$ cat config.mk
export PLATFORM = sky130hd
export DESIGN_NAME = sigmoid_neuron_delta_update_unit
export DESIGN_NICKNAME = d
export VERILOG_FILES = /design/src/rtl/snd_pkg.sv /design/src/rtl/sigmoid_neuron_delta_update_unit.sv /design/src/rtl/snd_mul.sv /design/src/rtl/snd_store.sv
export SDC_FILE = /design/constraint.sdc
export NUM_CORES = 2
export LEC_CHECK = 0
export ABC_AREA = 1
export BUFFER_PORTS_ARGS = -buffer_cell sky130_fd_sc_hd__clkbuf_2
export CAP_MARGIN = 20
export CORE_MARGIN = 2
export CORE_UTILIZATION = 45
export CTS_CLUSTER_DIAMETER = 50
export CTS_CLUSTER_SIZE = 40
export DETAILED_ROUTE_END_ITERATION = 10
export PLACE_DENSITY_LB_ADDON = 0.1
export SYNTH_ARGS = -nofsm -noshare
export SYNTH_HDL_FRONTEND = slang
export SYNTH_SLANG_ARGS = --single-unit
$ cat constraint.sdc
create_clock -name clk -period 26.8 [get_ports clk]
set_clock_uncertainty 0.1 [all_clocks]
set_input_delay 1.34 -clock clk [delete_from_list [all_inputs] [get_ports clk]]
set_output_delay 1.34 -clock clk [all_outputs]
set_load 0.005 [all_outputs]
$ cat src/rtl/snd_pkg.sv
// Shared types, constants and the sigmoid lookup for the sigmoid neuron bank.
// No dependencies; imported by every module of the block.
`default_nettype none

package snd_pkg;

  // Fixed widths of the data fields
  localparam int INPUTS = 4;
  localparam int X_W    = 13;
  localparam int W_W    = 16;
  localparam int O_W    = 13;
  localparam int RATE_W = 16;
  localparam int CFG_W  = 16;

  // Shared multiplier operand and product widths
  localparam int MUL_A_W = 28;
  localparam int MUL_B_W = 18;
  localparam int MUL_P_W = MUL_A_W + MUL_B_W;

  // Opcodes
  localparam logic [1:0] OP_LOAD  = 2'd0;
  localparam logic [1:0] OP_FWD   = 2'd1;
  localparam logic [1:0] OP_TRAIN = 2'd2;
  localparam logic [1:0] OP_NOP   = 2'd3;

  // Configuration register indexes
  localparam logic CFG_TARGET = 1'b0;
  localparam logic CFG_RATE   = 1'b1;

  localparam logic [O_W-1:0]    TARGET_RST = 13'd3686;
  localparam logic [RATE_W-1:0] RATE_RST   = 16'd655;

  localparam logic [O_W-1:0] ONE_Q12 = 13'd4096;
  localparam logic [O_W-1:0] SIG_MAX = 13'd4095;

  // One half at bit 40 of the weight delta product
  localparam logic [56:0] RND40 = 57'h80_0000_0000;

  // One stored neuron: its output and its weights
  typedef struct packed {
    logic [O_W-1:0]             o;
    logic [INPUTS-1:0][W_W-1:0] w;
  } snd_row_t;

  typedef struct packed {
    logic     en;
    snd_row_t row;
  } snd_wr_t;

  // round(4096 * sigmoid(k/2)) for k = 0..16
  function automatic logic [O_W-1:0] sig_lut(input logic [4:0] idx);
    logic [O_W-1:0] v;
    case (idx)
      5'd0:    v = 13'd2048;
      5'd1:    v = 13'd2550;
      5'd2:    v = 13'd2994;
      5'd3:    v = 13'd3349;
      5'd4:    v = 13'd3608;
      5'd5:    v = 13'd3785;
      5'd6:    v = 13'd3902;
      5'd7:    v = 13'd3976;
      5'd8:    v = 13'd4022;
      5'd9:    v = 13'd4051;
      5'd10:   v = 13'd4069;
      5'd11:   v = 13'd4079;
      5'd12:   v = 13'd4086;
      5'd13:   v = 13'd4090;
      5'd14:   v = 13'd4092;
      5'd15:   v = 13'd4094;
      default: v = 13'd4095;
    endcase
    return v;
  endfunction

endpackage

`default_nettype wire

$ cat src/rtl/sigmoid_neuron_delta_update_unit.sv
// Bank of NEURONS four-input sigmoid neurons trained by the delta rule.
// Depends on snd_pkg, snd_mul (shared multiplier) and snd_store (neuron rows).
//
// Usage:
//   Input channel (in_valid/in_ready) carries one transaction per item: an
//   opcode, a neuron index (taken modulo NEURONS), four Q1.12 inputs and four
//   Q4.12 weights used by load only. Every transaction returns exactly one
//   result on the output channel (out_valid/out_ready): the neuron's stored
//   output and its four weights after the operation.
//   Configuration channel (cfg_valid/cfg_ready, always ready) writes the
//   target output (index 0) or the learning rate (index 1); write it only
//   while no item is in flight.
// Sequence, from the accepting edge to the edge that raises out_valid:
//   load and no-op read the row and finish; forward does four multiplies,
//   then one for the sigmoid interpolation; train does three multiplies for
//   the gradient, then works through each weight in turn: the delta product
//   is split into halves and the sum is saturated back. One item is in work
//   at a time; in_ready returns in the cycle after the result is loaded, so
//   items never overlap. The single shared multiplier runs the multiplies in turn.
// Reset: target 3686 (0.9), rate 655 (0.01), all neuron rows read as zero.
// Stall: a finished result waits in the output register; the sequencer holds
//   in its final state until the register is free, then writes the row back.
`default_nettype none

module sigmoid_neuron_delta_update_unit import snd_pkg::*; #(
  parameter int NEURONS = 8
) (
  input  wire logic                  clk,
  input  wire logic                  rst_n,
  // configuration
  input  wire logic                  cfg_valid,
  output      logic                  cfg_ready,
  input  wire logic                  cfg_index,
  input  wire logic [CFG_W-1:0]      cfg_data,
  // input channel
  input  wire logic                  in_valid,
  output      logic                  in_ready,
  input  wire logic [1:0]            in_opcode,
  input  wire logic [2:0]            in_neuron_index,
  input  wire logic [X_W-1:0]        in_x_0,
  input  wire logic [X_W-1:0]        in_x_1,
  input  wire logic [X_W-1:0]        in_x_2,
  input  wire logic [X_W-1:0]        in_x_3,
  input  wire logic signed [W_W-1:0] in_load_w_0,
  input  wire logic signed [W_W-1:0] in_load_w_1,
  input  wire logic signed [W_W-1:0] in_load_w_2,
  input  wire logic signed [W_W-1:0] in_load_w_3,
  // result channel
  output      logic                  out_valid,
  input  wire logic                  out_ready,
  output      logic [O_W-1:0]        out_neuron_out,
  output      logic signed [W_W-1:0] out_w_out_0,
  output      logic signed [W_W-1:0] out_w_out_1,
  output      logic signed [W_W-1:0] out_w_out_2,
  output      logic signed [W_W-1:0] out_w_out_3
);

  localparam int IDX_W = (NEURONS > 1) ? $clog2(NEURONS) : 1;

  // sequencer states
  localparam logic [3:0] ST_IDLE     = 4'd0;
  localparam logic [3:0] ST_RD       = 4'd1;
  localparam logic [3:0] ST_FWD_MUL  = 4'd2;
  localparam logic [3:0] ST_FWD_LAST = 4'd3;
  localparam logic [3:0] ST_FWD_SIG  = 4'd4;
  localparam logic [3:0] ST_FWD_FIN  = 4'd5;
  localparam logic [3:0] ST_TR_E     = 4'd6;
  localparam logic [3:0] ST_TR_F     = 4'd7;
  localparam logic [3:0] ST_TR_G     = 4'd8;
  localparam logic [3:0] ST_TR_RG    = 4'd9;
  localparam logic [3:0] ST_TR_A     = 4'd10;
  localparam logic [3:0] ST_TR_HI    = 4'd11;
  localparam logic [3:0] ST_TR_LO    = 4'd12;
  localparam logic [3:0] ST_TR_UPD   = 4'd13;
  localparam logic [3:0] ST_DONE     = 4'd14;

  // Fold the three-bit index into the bank by repeated subtraction.
  function automatic logic [IDX_W-1:0] idx_fold(input logic [2:0] v);
    logic [3:0] t;
    t = {1'b0, v};
    for (int j = 0; j < 8; j++) begin
      if ({28'b0, t} >= NEURONS) begin
        t = t - 4'(NEURONS);
      end
    end
    return IDX_W'(t);
  endfunction

  // ---------------------------------------------------------------------
  // Registers
  // ---------------------------------------------------------------------
  logic [3:0]                 state_r, state_nxt;
  logic [1:0]                 k_r;
  logic [1:0]                 op_r;
  logic [IDX_W-1:0]           n_r;
  logic [INPUTS-1:0][X_W-1:0] x_r;
  logic [INPUTS-1:0][W_W-1:0] ld_w_r;
  logic [INPUTS-1:0][W_W-1:0] w_r;
  logic [O_W-1:0]             o_r;
  logic signed [31:0]         acc_r;
  logic                       neg_r;
  logic                       sat_r;
  logic [O_W-1:0]             ybase_r;
  logic signed [24:0]         g_r;
  logic signed [41:0]         a_r;
  logic signed [34:0]         hi_r;
  logic [O_W-1:0]             target_r;
  logic [RATE_W-1:0]          rate_r;
  logic                       out_valid_r;
  logic [O_W-1:0]             out_o_r;
  logic [INPUTS-1:0][W_W-1:0] out_w_r;

  // ---------------------------------------------------------------------
  // Datapath nets
  // ---------------------------------------------------------------------
  logic signed [MUL_A_W-1:0] mul_a;
  logic signed [MUL_B_W-1:0] mul_b;
  logic signed [MUL_P_W-1:0] mul_p;
  snd_row_t                  rd_row;
  snd_wr_t                   st_wr;
  logic                      in_acc;
  logic                      out_load;

  // sigmoid stage
  logic [31:0]        acc_rnd;
  logic signed [19:0] z_q;
  logic signed [17:0] z_sat;
  logic [17:0]        mag;
  logic [4:0]         sig_i;
  logic [10:0]        sig_f;
  logic [O_W-1:0]     sig_lo;
  logic [O_W-1:0]     sig_d;
  logic [20:0]        frac_sum;
  logic [O_W-1:0]     y_pos;
  logic [O_W-1:0]     y_out;

  // gradient and weight update
  logic signed [13:0]  err;
  logic [13:0]         one_minus_o;
  logic [MUL_P_W-1:0]  g_rnd;
  logic [56:0]         p_full;
  logic [56:0]         p_rnd;
  logic signed [16:0]  delta;
  logic signed [17:0]  w_sum;
  logic [W_W-1:0]      w_sat;

  assign in_ready  = (state_r == ST_IDLE);
  assign in_acc    = in_valid && in_ready;
  assign cfg_ready = 1'b1;
  assign out_load  = (state_r == ST_DONE) && (!out_valid_r || out_ready);

  // ---------------------------------------------------------------------
  // Shared multiplier and neuron store
  // ---------------------------------------------------------------------
  snd_mul u_mul (
    .clk (clk),
    .a   (mul_a),
    .b   (mul_b),
    .p_r (mul_p)
  );

  assign st_wr.en    = out_load;
  assign st_wr.row.o = o_r;
  assign st_wr.row.w = w_r;

  snd_store #(
    .NEURONS (NEURONS),
    .IDX_W   (IDX_W)
  ) u_store (
    .clk     (clk),
    .rst_n   (rst_n),
    .rd_en   (in_acc),
    .rd_addr (idx_fold(in_neuron_index)),
    .rd_row  (rd_row),
    .wr      (st_wr),
    .wr_addr (n_r)
  );

  // ---------------------------------------------------------------------
  // Sigmoid: round the dot product to Q.12, clamp to +-8.0, interpolate
  // ---------------------------------------------------------------------
  always_comb begin
    acc_rnd = acc_r + 32'd2048;
    z_q     = acc_rnd[31:12];
    if (z_q > 20'sd32768) begin
      z_sat = 18'sd32768;
    end else if (z_q < -20'sd32768) begin
      z_sat = -18'sd32768;
    end else begin
      z_sat = z_q[17:0];
    end
    mag    = z_sat[17] ? 18'(-z_sat) : z_sat;
    sig_i  = mag[15:11];
    sig_f  = mag[10:0];
    sig_lo = sig_lut(sig_i);
    sig_d  = sig_lut(sig_i + 5'd1) - sig_lo;
    // finish: add the rounded interpolation term, mirror for negative input
    frac_sum = mul_p[20:0] + 21'd1024;
    y_pos    = sat_r ? SIG_MAX : ybase_r + 13'(frac_sum[20:11]);
    y_out    = neg_r ? ONE_Q12 - y_pos : y_pos;
  end

  // ---------------------------------------------------------------------
  // Gradient and weight update
  // ---------------------------------------------------------------------
  always_comb begin
    err         = {1'b0, target_r} - {1'b0, o_r};
    one_minus_o = {1'b0, ONE_Q12} - {1'b0, o_r};
    g_rnd       = mul_p + 46'd2048;
    // the low half product is non-negative, the high half is signed
    p_full = {hi_r[34], hi_r, 21'b0} + {22'b0, mul_p[34:0]};
    p_rnd  = p_full + RND40;
    delta  = p_rnd[56:40];
    w_sum  = {{2{w_r[k_r][15]}}, w_r[k_r]} + {delta[16], delta};
    if (w_sum > 18'sd32767) begin
      w_sat = 16'h7FFF;
    end else if (w_sum < -18'sd32768) begin
      w_sat = 16'h8000;
    end else begin
      w_sat = w_sum[15:0];
    end
  end

  // ---------------------------------------------------------------------
  // Multiplier operand selection
  // ---------------------------------------------------------------------
  always_comb begin
    mul_a = '0;
    mul_b = '0;
    case (state_r)
      ST_FWD_MUL: begin
        mul_a = {15'b0, x_r[k_r]};
        mul_b = {{2{w_r[k_r][15]}}, w_r[k_r]};
      end
      ST_FWD_SIG: begin
        mul_a = {17'b0, sig_f};
        mul_b = {5'b0, sig_d};
      end
      ST_TR_E: begin
        mul_a = {{14{err[13]}}, err};
        mul_b = {5'b0, o_r};
      end
      ST_TR_F: begin
        mul_a = mul_p[27:0];
        mul_b = {4'b0, one_minus_o};
      end
      ST_TR_RG: begin
        mul_a = {{3{g_r[24]}}, g_r};
        mul_b = {2'b0, rate_r};
      end
      ST_TR_HI: begin
        mul_a = {{7{a_r[41]}}, a_r[41:21]};
        mul_b = {5'b0, x_r[k_r]};
      end
      ST_TR_LO: begin
        mul_a = {7'b0, a_r[20:0]};
        mul_b = {5'b0, x_r[k_r]};
      end
      default: begin
        mul_a = '0;
        mul_b = '0;
      end
    endcase
  end

  // ---------------------------------------------------------------------
  // Sequencer
  // ---------------------------------------------------------------------
  always_comb begin
    state_nxt = state_r;
    case (state_r)
      ST_IDLE: begin
        if (in_acc) state_nxt = ST_RD;
      end
      ST_RD: begin
        case (op_r)
          OP_FWD:   state_nxt = ST_FWD_MUL;
          OP_TRAIN: state_nxt = ST_TR_E;
          default:  state_nxt = ST_DONE;
        endcase
      end
      ST_FWD_MUL: begin
        if (k_r == 2'd3) state_nxt = ST_FWD_LAST;
      end
      ST_FWD_LAST: state_nxt = ST_FWD_SIG;
      ST_FWD_SIG:  state_nxt = ST_FWD_FIN;
      ST_FWD_FIN:  state_nxt = ST_DONE;
      ST_TR_E:     state_nxt = ST_TR_F;
      ST_TR_F:     state_nxt = ST_TR_G;
      ST_TR_G:     state_nxt = ST_TR_RG;
      ST_TR_RG:    state_nxt = ST_TR_A;
      ST_TR_A:     state_nxt = ST_TR_HI;
      ST_TR_HI:    state_nxt = ST_TR_LO;
      ST_TR_LO:    state_nxt = ST_TR_UPD;
      ST_TR_UPD: begin
        state_nxt = (k_r == 2'd3) ? ST_DONE : ST_TR_HI;
      end
      ST_DONE: begin
        if (out_load) state_nxt = ST_IDLE;
      end
      default: state_nxt = ST_IDLE;
    endcase
  end

  always_ff @(posedge clk) begin
    if (!rst_n) begin
      state_r     <= ST_IDLE;
      k_r         <= 2'd0;
      out_valid_r <= 1'b0;
      target_r    <= TARGET_RST;
      rate_r      <= RATE_RST;
    end else begin
      state_r <= state_nxt;

      // configuration writes
      if (cfg_valid) begin
        case (cfg_index)
          CFG_TARGET: target_r <= cfg_data[O_W-1:0];
          CFG_RATE:   rate_r   <= cfg_data[RATE_W-1:0];
          default:    target_r <= target_r;
        endcase
      end

      // step the weight counter through the per-weight loops
      case (state_r)
        ST_RD:      k_r <= 2'd0;
        ST_TR_A:    k_r <= 2'd0;
        ST_FWD_MUL: k_r <= k_r + 2'd1;
        ST_TR_UPD:  k_r <= k_r + 2'd1;
        default:    k_r <= k_r;
      endcase

      // hold the result until taken, drop it on acceptance
      if (out_load) begin
        out_valid_r <= 1'b1;
      end else if (out_ready) begin
        out_valid_r <= 1'b0;
      end
    end
  end

  // datapath registers
  always_ff @(posedge clk) begin
    if (in_acc) begin
      op_r   <= in_opcode;
      n_r    <= idx_fold(in_neuron_index);
      x_r    <= {in_x_3, in_x_2, in_x_1, in_x_0};
      ld_w_r <= {in_load_w_3, in_load_w_2, in_load_w_1, in_load_w_0};
    end

    case (state_r)
      ST_RD: begin
        o_r   <= rd_row.o;
        w_r   <= (op_r == OP_LOAD) ? ld_w_r : rd_row.w;
        acc_r <= '0;
      end
      ST_FWD_MUL: begin
        // accumulate the product of the previous multiply from the product register
        if (k_r != 2'd0) acc_r <= acc_r + mul_p[31:0];
      end
      ST_FWD_LAST: acc_r <= acc_r + mul_p[31:0];
      ST_FWD_SIG: begin
        neg_r   <= z_sat[17];
        sat_r   <= mag[16];
        ybase_r <= sig_lo;
      end
      ST_FWD_FIN: o_r <= y_out;
      ST_TR_G:    g_r <= g_rnd[36:12];
      ST_TR_A:    a_r <= mul_p[41:0];
      ST_TR_LO:   hi_r <= mul_p[34:0];
      ST_TR_UPD:  w_r[k_r] <= w_sat;
      default: begin
        acc_r <= acc_r;
      end
    endcase

    if (out_load) begin
      out_o_r <= o_r;
      out_w_r <= w_r;
    end
  end

  assign out_valid      = out_valid_r;
  assign out_neuron_out = out_o_r;
  assign out_w_out_0    = out_w_r[0];
  assign out_w_out_1    = out_w_r[1];
  assign out_w_out_2    = out_w_r[2];
  assign out_w_out_3    = out_w_r[3];

  // ---------------------------------------------------------------------
  // Checks
  // ---------------------------------------------------------------------
  // a row write-back always comes with a result in the output register
  a_wb_result: assert property (@(posedge clk) disable iff (!rst_n)
    st_wr.en |=> out_valid)
    else $error("row written back without a result");

  // an accepted transaction starts the row read and blocks new input
  a_acc_busy: assert property (@(posedge clk) disable iff (!rst_n)
    in_acc |=> (state_r == ST_RD) && !in_ready)
    else $error("sequencer did not start after accept");

  // a forward pass always leaves an output within 0..1.0
  a_fwd_range: assert property (@(posedge clk) disable iff (!rst_n)
    (state_r == ST_FWD_FIN) |=> (o_r <= ONE_Q12))
    else $error("sigmoid output out of range");

endmodule

`default_nettype wire

$ cat src/rtl/snd_mul.sv
// Shared signed multiplier with a registered product.
// Depends on snd_pkg for operand widths.
`default_nettype none

module snd_mul import snd_pkg::*; (
  input  wire logic                       clk,
  input  wire logic signed [MUL_A_W-1:0]  a,
  input  wire logic signed [MUL_B_W-1:0]  b,
  output      logic signed [MUL_P_W-1:0]  p_r
);

  always_ff @(posedge clk) begin
    p_r <= a * b;
  end

endmodule

`default_nettype wire

$ cat src/rtl/snd_store.sv
// Neuron store: one row per neuron (output and four weights), one write and
// one registered read port, per-row valid bits so unwritten rows read as zero.
// Depends on snd_pkg for the row type.
`default_nettype none

module snd_store import snd_pkg::*; #(
  parameter int NEURONS = 8,
  parameter int IDX_W   = 3
) (
  input  wire logic             clk,
  input  wire logic             rst_n,
  input  wire logic             rd_en,
  input  wire logic [IDX_W-1:0] rd_addr,
  output      snd_row_t         rd_row,
  input  wire snd_wr_t          wr,
  input  wire logic [IDX_W-1:0] wr_addr
);

  snd_row_t           mem [NEURONS];
  logic [NEURONS-1:0] valid_r;
  snd_row_t           rd_data_r;
  logic               rd_vld_r;

  always_ff @(posedge clk) begin
    if (wr.en) begin
      mem[wr_addr] <= wr.row;
    end
    if (rd_en) begin
      rd_data_r <= mem[rd_addr];
    end
  end

  always_ff @(posedge clk) begin
    if (!rst_n) begin
      valid_r  <= '0;
      rd_vld_r <= 1'b0;
    end else begin
      if (wr.en) begin
        valid_r[wr_addr] <= 1'b1;
      end
      if (rd_en) begin
        rd_vld_r <= valid_r[rd_addr];
      end
    end
  end

  // a row never written reads as zero through its valid bit
  assign rd_row = rd_vld_r ? rd_data_r : '0;

endmodule

`default_nettype wire

Yosys cells after proc, flatten, opt, wreduce, memory -nomap -nowiden:

Memories as Yosys holds them, arrays and structs flattened. A register that Yosys moved wholly into a read port is not among the register bits.
Index checks and enable logic that the tools add are counted.

* add/subtract/negate cells: 15
* multiply operators: 1
* magnitude comparators: 9
* eq/ne operators: 21
* muxes and demuxes: 39
* bitwise operators: 2
* reduce and logical (&&, ||, !) cells: 21

Operator list (count)
* $pmux W28 S7: 1
* $pmux W64 S2: 1
* $pmux W18 S6: 1
* $pmux W32 S3: 1
* $mux W77: 1
* $mux W13: 5
* $bwmux W64: 1
* $mux W16: 4
* $mux W64: 1
* $pmux W4 S15: 1
* $add A56 B36 Y57: 1
* $add A57 B40 Y57 const B: 1
* $mul A28 B18 Y42: 1
* $add A37 B12 Y37 const B: 1
* $mux W18: 2
* $add A32 B12 Y32 const B: 1
* $add A32 B32 Y32: 1
* $bmux W16 S2: 1
* $demux W16 S2: 1
* $mux W32: 1
* $eq A4 B4 Y1 const B: 7
* $bmux W13 S2: 1
* $pmux W13 S2: 1
* $add A21 B11 Y21 const B: 1
* other kinds (44): 70

* bits in registers: 511
* bits in writable memories: 616
* bits in read-only memories: 352
* output and inout bits: 80
* logic and storage cells: 146
* memories kept: 3

Memory list
* u_store.mem: words 8, width 77, read ports 1, clocked after memory_dff 1, wr ports 1, RTL line snd_store.sv:19 `snd_row_t mem [NEURONS];`
* (name not given): words 16, width 11, read ports 1, clocked after memory_dff 0, wr ports 0, RTL line snd_pkg.sv:53 `case (idx)`
* (name not given): words 16, width 11, read ports 1, clocked after memory_dff 0, wr ports 0, RTL line snd_pkg.sv:53

Longest topological paths before layout:

An unclocked memory read counts as a cell.

* word-level depth: 12
* depth in mapped cells: 81
* mapped depth without buffers: 77

Modules after synthesis:

Synthesis repeated with hierarchy kept, for this count alone.

* cells, all modules: 7470
* area total of the unflattened synthesis: 72714.7 um2

By module, submodules not included
* snd_store: times used 1, cells an instance 2051, area each 26972.1 um2
* sigmoid_neuron_delta_update_unit: times used 1, cells an instance 2716, area each 25471.9 um2
* snd_mul: times used 1, cells an instance 2703, area each 20270.7 um2

Least setup slack after synthesis:

OpenSTA, ideal clock, no wires.

* kind: input to register
* from: input port in_valid
* to: register u_store.rd_vld_r
* arrival: 15.652 ns
* data required time: 26.565 ns
* slack: 10.912 ns
* cell stages on the path: 5
* cells stage by stage: inv_1 > nor3_1 > nand3_1 > o211ai_1 > inv_1

* longest elaborated chain between the ends: 1

Ends and longest elaborated chain
* start: declaration: RTL line sigmoid_neuron_delta_update_unit.sv:36 `input wire logic in_valid,`
* $logic_and A1 B1 Y1: RTL line sigmoid_neuron_delta_update_unit.sv:148 `assign in_acc = in_valid && in_ready;`
* named net in_acc: RTL line sigmoid_neuron_delta_update_unit.sv:121 `logic in_acc;`
* end signal: assignment: RTL line snd_store.sv:42 `rd_vld_r <= valid_r[rd_addr];`
* end: declaration: RTL line snd_store.sv:22 `logic rd_vld_r;`

The timed path passes the listed nets, and every way through them passes these cells.
A chain may end at the register's enable or synchronous reset.

Final worst setup path:

* from: register acc_r[11]
* to: register u_mul.p_r[33]

* longest elaborated chain between the ends: 12
* elaborated cells on any way between the ends: 16

Ends and longest elaborated chain
* start: declaration: RTL line sigmoid_neuron_delta_update_unit.sv:100 `logic signed [31:0] acc_r;`
* start signal: assignment: RTL line sigmoid_neuron_delta_update_unit.sv:359 `if (k_r != 2'd0) acc_r <= acc_r + mul_p[31:0];`
* start signal: assignment: RTL line sigmoid_neuron_delta_update_unit.sv:361 `ST_FWD_LAST: acc_r <= acc_r + mul_p[31:0];`
* start signal: assignment: RTL line sigmoid_neuron_delta_update_unit.sv:373 `acc_r <= acc_r;`
* $add A32 B12 Y32 (*): RTL line sigmoid_neuron_delta_update_unit.sv:183 `acc_rnd = acc_r + 32'd2048;`
* $lt A20 B16 Y1: RTL line sigmoid_neuron_delta_update_unit.sv:187 `end else if (z_q < -20'sd32768) begin`
* $mux W18: RTL line sigmoid_neuron_delta_update_unit.sv:187
* $mux W18 (*): RTL line sigmoid_neuron_delta_update_unit.sv:185 `if (z_q > 20'sd32768) begin`
* $neg A17 Y17: RTL line sigmoid_neuron_delta_update_unit.sv:192 `mag = z_sat[17] ? 18'(-z_sat) : z_sat;`
* $mux W17 (*): RTL line sigmoid_neuron_delta_update_unit.sv:192
* $add A5 B1 Y5: RTL line sigmoid_neuron_delta_update_unit.sv:196 `sig_d = sig_lut(sig_i + 5'd1) - sig_lo;`
* $mem_v2 Z16 W11
* $mux W13: RTL line snd_pkg.sv:53
* $sub A13 B13 Y13: RTL line sigmoid_neuron_delta_update_unit.sv:196
* $pmux W18 S6: RTL line sigmoid_neuron_delta_update_unit.sv:230 `case (state_r)`
* $mul A28 B18 Y42 (*): RTL line snd_mul.sv:13 `p_r <= a * b;`
* end signal: assignment: RTL line snd_mul.sv:13
* end: declaration: RTL line snd_mul.sv:9 `output logic signed [MUL_P_W-1:0] p_r`

Every way passes the cells marked *; elsewhere a longest branch is shown, timed or not.

==> results.yml <==
run_status:
  outcome: "completed"
layout:
  multi_input_area_um2: 29400
  mostFrequentLayoutCell: "nand2_1"
  drive_gt1_frac: 0.0922
  mostFrequentLayoutCells: "nand2_1, edfxtp_1, nor2_1"
  num-fill-cells: 13900
  area_delta_synth_final_pct: 11.3
  layout.area.seq_um2: 35200
  layoutNonFillerInstCount: 9142
  final_net_count: 7833
global_route:
  grt_max_degree: 168
  antenna_found_initial: 9
  grt.total_usage: 0.287
  grt_pass1_wl_mm: 332
  overflow: 0
  grt_pass1_vias: 50000
logic_synthesis:
  synth_simple_gate_area_frac: 0.144
  synth_top_area_cell: "edfxtp_1"
  syn_inst: 6811
  synth_compound_area_frac: 0.0916
  synth.area.mux_share: 0
  synthAdderAreaFrac: 0.174
  synth-seq-cells: 1202
  synth_xor_area_frac: 0.0133
  synthArstFlopShare: 0
  yosys-top-cells-area: "edfxtp_1, fa_1, nand2_1"
  synth.distinct_cells: 64
  syn-cell-area_um2: 69100
  synth_top_area_share: 0.484
  seq_area_frac_synth: 0.509
  synth_edf_count: 1115
  ys.warnings.count: 0
  ys_dominant_reg_cell: "edfxtp_1"
  synth.avg_cell_area_um2: 10.2
  synth_top_family_by_area: "adder cells"
clock_tree:
  clock_latency_ns: 0.76
  cts_resized: 0
  root_buffer: "clkbuf_16"
  cts_buffer_depth: 3
  cts_hold_buffers: 0
  clkTransAtPathRegs_ns: 0.07
  clock-sinks: 1202
  cts_tree: "done"
  cts-buffers-inserted: 114
  htree_levels: 3
  cts_setup_buffers: 0
critical_path:
  crit_slowest_cell: "clkinv_1"
  endpoint_kind: "flop"
  critPathKind: "flop to flop"
  r2r_setup_slack_ns: 12.53
  path_common_cell: "nand2_1"
  reg2reg_from: "acc_r[11]$_SDFFCE_PN0P_"
  cp-start-kind: "flop"
  r2r_end: "u_mul.p_r[33]$_DFF_P_"
  reg2reg_depth: 67
  max_stage_delay_ns: 0.84
  crit_required_ns: 27.36
  worstPathArrival_ns: 14.83
  worst-path-max-fanout: 26
timing:
  setup_viol: 0
  hold_violations: 0
  drv_slew: 0
  grt_setup_unrepaired: "no"
  max_freq_ghz: 0.0701
  fin_crit_sh: 0.533
  min_period_ns: 14.27
  worstMarginPinSlew_ns: 1.18
  fin_tns_setup_ns: 0
  slew-limit-headroom: 0.192
  whs_ns: 0.306
drt:
  vias: 50600
  drt-initial-drc-count: 4705
  vias_per_cell: 5.54
  drc: 0
  drtPass1Iterations: 6
  wl_per_cell_um: 24.7
  routed_wl_mm: 226
  ant_nets: 0
place:
  place_congestion: 0.935
  io_buffers: 221
  detailedPlacementHpwl_mm: 156
  dp_cells: 8918
pwr:
  seqPwrFrac: 0.357
  power.internal_mw: 4.21
  pwr-share-clk: 0.228
  p_leak_nw: 30.9
  swShare: 0.446
  p_total_mw: 7.60
  vdd_drop_max_mv: 0.0926
  powerDensity_nw_per_um2: 98.8
  p_switching_mw: 3.39
  comb_power_share: 0.415
die:
  dieWidth_um: 396
  core-area_um2: 152000
  ios: 223
  rows: 143
  die-area_um2: 157000
  start_util: 0.454
  die_h_um: 396
worst_hold_path:
  hold_path_depth: 0
  hold_start: "u_mul.p_r[40]$_DFF_P_"
  holdCritPathClass: "flop to flop"
  min_to: "a_r[40]$_DFFE_PP_"
run:
  max_cap_viol_count: 0
## worst max path at each step
| stage | from | to | slack [ns] | cells past startpoint |
|---|---|---|---|---|
| 6_report | acc_r[11]$_SDFFCE_PN0P_ | u_mul.p_r[33]$_DFF_P_ | 12.53 | 67 |
| 5_1_grt | acc_r[11]$_SDFFCE_PN0P_ | u_mul.p_r[33]$_DFF_P_ | 11.18 | 67 |
| 4_1_cts | acc_r[11]$_SDFFCE_PN0P_ | u_mul.p_r[33]$_DFF_P_ | 12.59 | 67 |
| 3_5_place_dp | acc_r[11]$_SDFFCE_PN0P_ | u_mul.p_r[33]$_DFF_P_ | 12.68 | 67 |
| 3_3_place_gp | acc_r[11]$_SDFFCE_PN0P_ | u_mul.p_r[33]$_DFF_P_ | 12.79 | 67 |
| 2_1_floorplan | in_valid | u_store.rd_vld_r$_SDFFE_PN0P_ | 10.91 | 5 |
## power groups by stage
stage	clock (mW)	combinational (mW)	sequential, mW
2_1_floorplan	0	1.89	2.69
3_3_place_gp	0	3.11	2.75
3_5_place_dp	0	3.11	2.75
4_1_cts	1.76	3.13	2.71
5_1_grt	1.83	3.44	2.73
6_report	1.73	3.16	2.71
## routing by layer
layer,global-route usage,up-vias,share of wire
li1,-,23000,-
met5,0,-,0.000058
met1,0.379,25300,0.41
met4,0.112,2,0.041
met2,0.478,1924,0.48
met3,0.0407,439,0.067
## stage by stage
stage	cell area (um^2)	worst slack (ns)	utilization
CTS	76900	12.59	0.505
finish	76900	12.53	0.505
global route	76900	11.18	0.505
detailed placement	72800	12.68	0.478
floorplan	69200	10.91	-
global placement	72800	12.79	0.478
## critical path: cells and delay by family, from the launching register on
family	cells	cell delay [ns]
buf+inv	10	1.62
fa+ha+maj	13	5.08
simple gates	31	4.15
xor+xnor	1	0.14
compound gates	12	2.52
flops	1	0.51
## flip-flops by register name (all words and copies together), names as in the netlist, 35 cells and up
register / count
st_wr: 64
u_mul.p_r: 42
u_store.mem: 616
ld_w_r: 64
u_store.rd_data_r: 77
a_r: 42
x_r: 52
hi_r: 35
## Yosys cell counts (8+ instances only)
cell,count
ha_1,223
nor3_1,49
or2_2,13
a21o_1,8
fa_1,461
a32o_1,22
xnor2_1,37
a211oi_1,12
inv_1,934
dfxtp_1,87
o21ai_1,18
clkbuf_1,234
a22o_1,24
a31oi_1,92
nor2_2,11
nand2_1,1117
o2111ai_1,14
a21oi_1,234
o211ai_1,13
nand3_1,204
o21bai_1,10
nor2_1,1013
buf_1,19
nor4_1,10
inv_2,20
nand4_1,24
o22ai_1,96
nand2_2,11
clkinv_1,15
xor2_1,68
buf_2,8
o21a_1,17
edfxtp_1,1115
o21ai_0,502
## cells by family after synthesis
| group | after synthesis |
|---|---|
| adder cells (fa/ha/maj) | 684 |
| buffers and inverters | 1239 |
| flip-flops | 1202 |
| other | 2 |
| AND/OR/NAND/NOR | 2476 |
| XOR/XNOR | 105 |
| AO/OA/AOI/OAI | 1103 |
## layout make-up
class	instances	share of cell area
Clock inverter	93	0.0145
Sequential cell	1202	0.458
Clock buffer	124	0.0381
Inverter	970	0.0476
Antenna cell	5	0.000163
Timing Repair Buffer	336	0.0265
Multi-Input combinational cell	4382	0.382
Tap cell	2030	0.0330
Note: power is estimated with default switching activity, not from simulation.
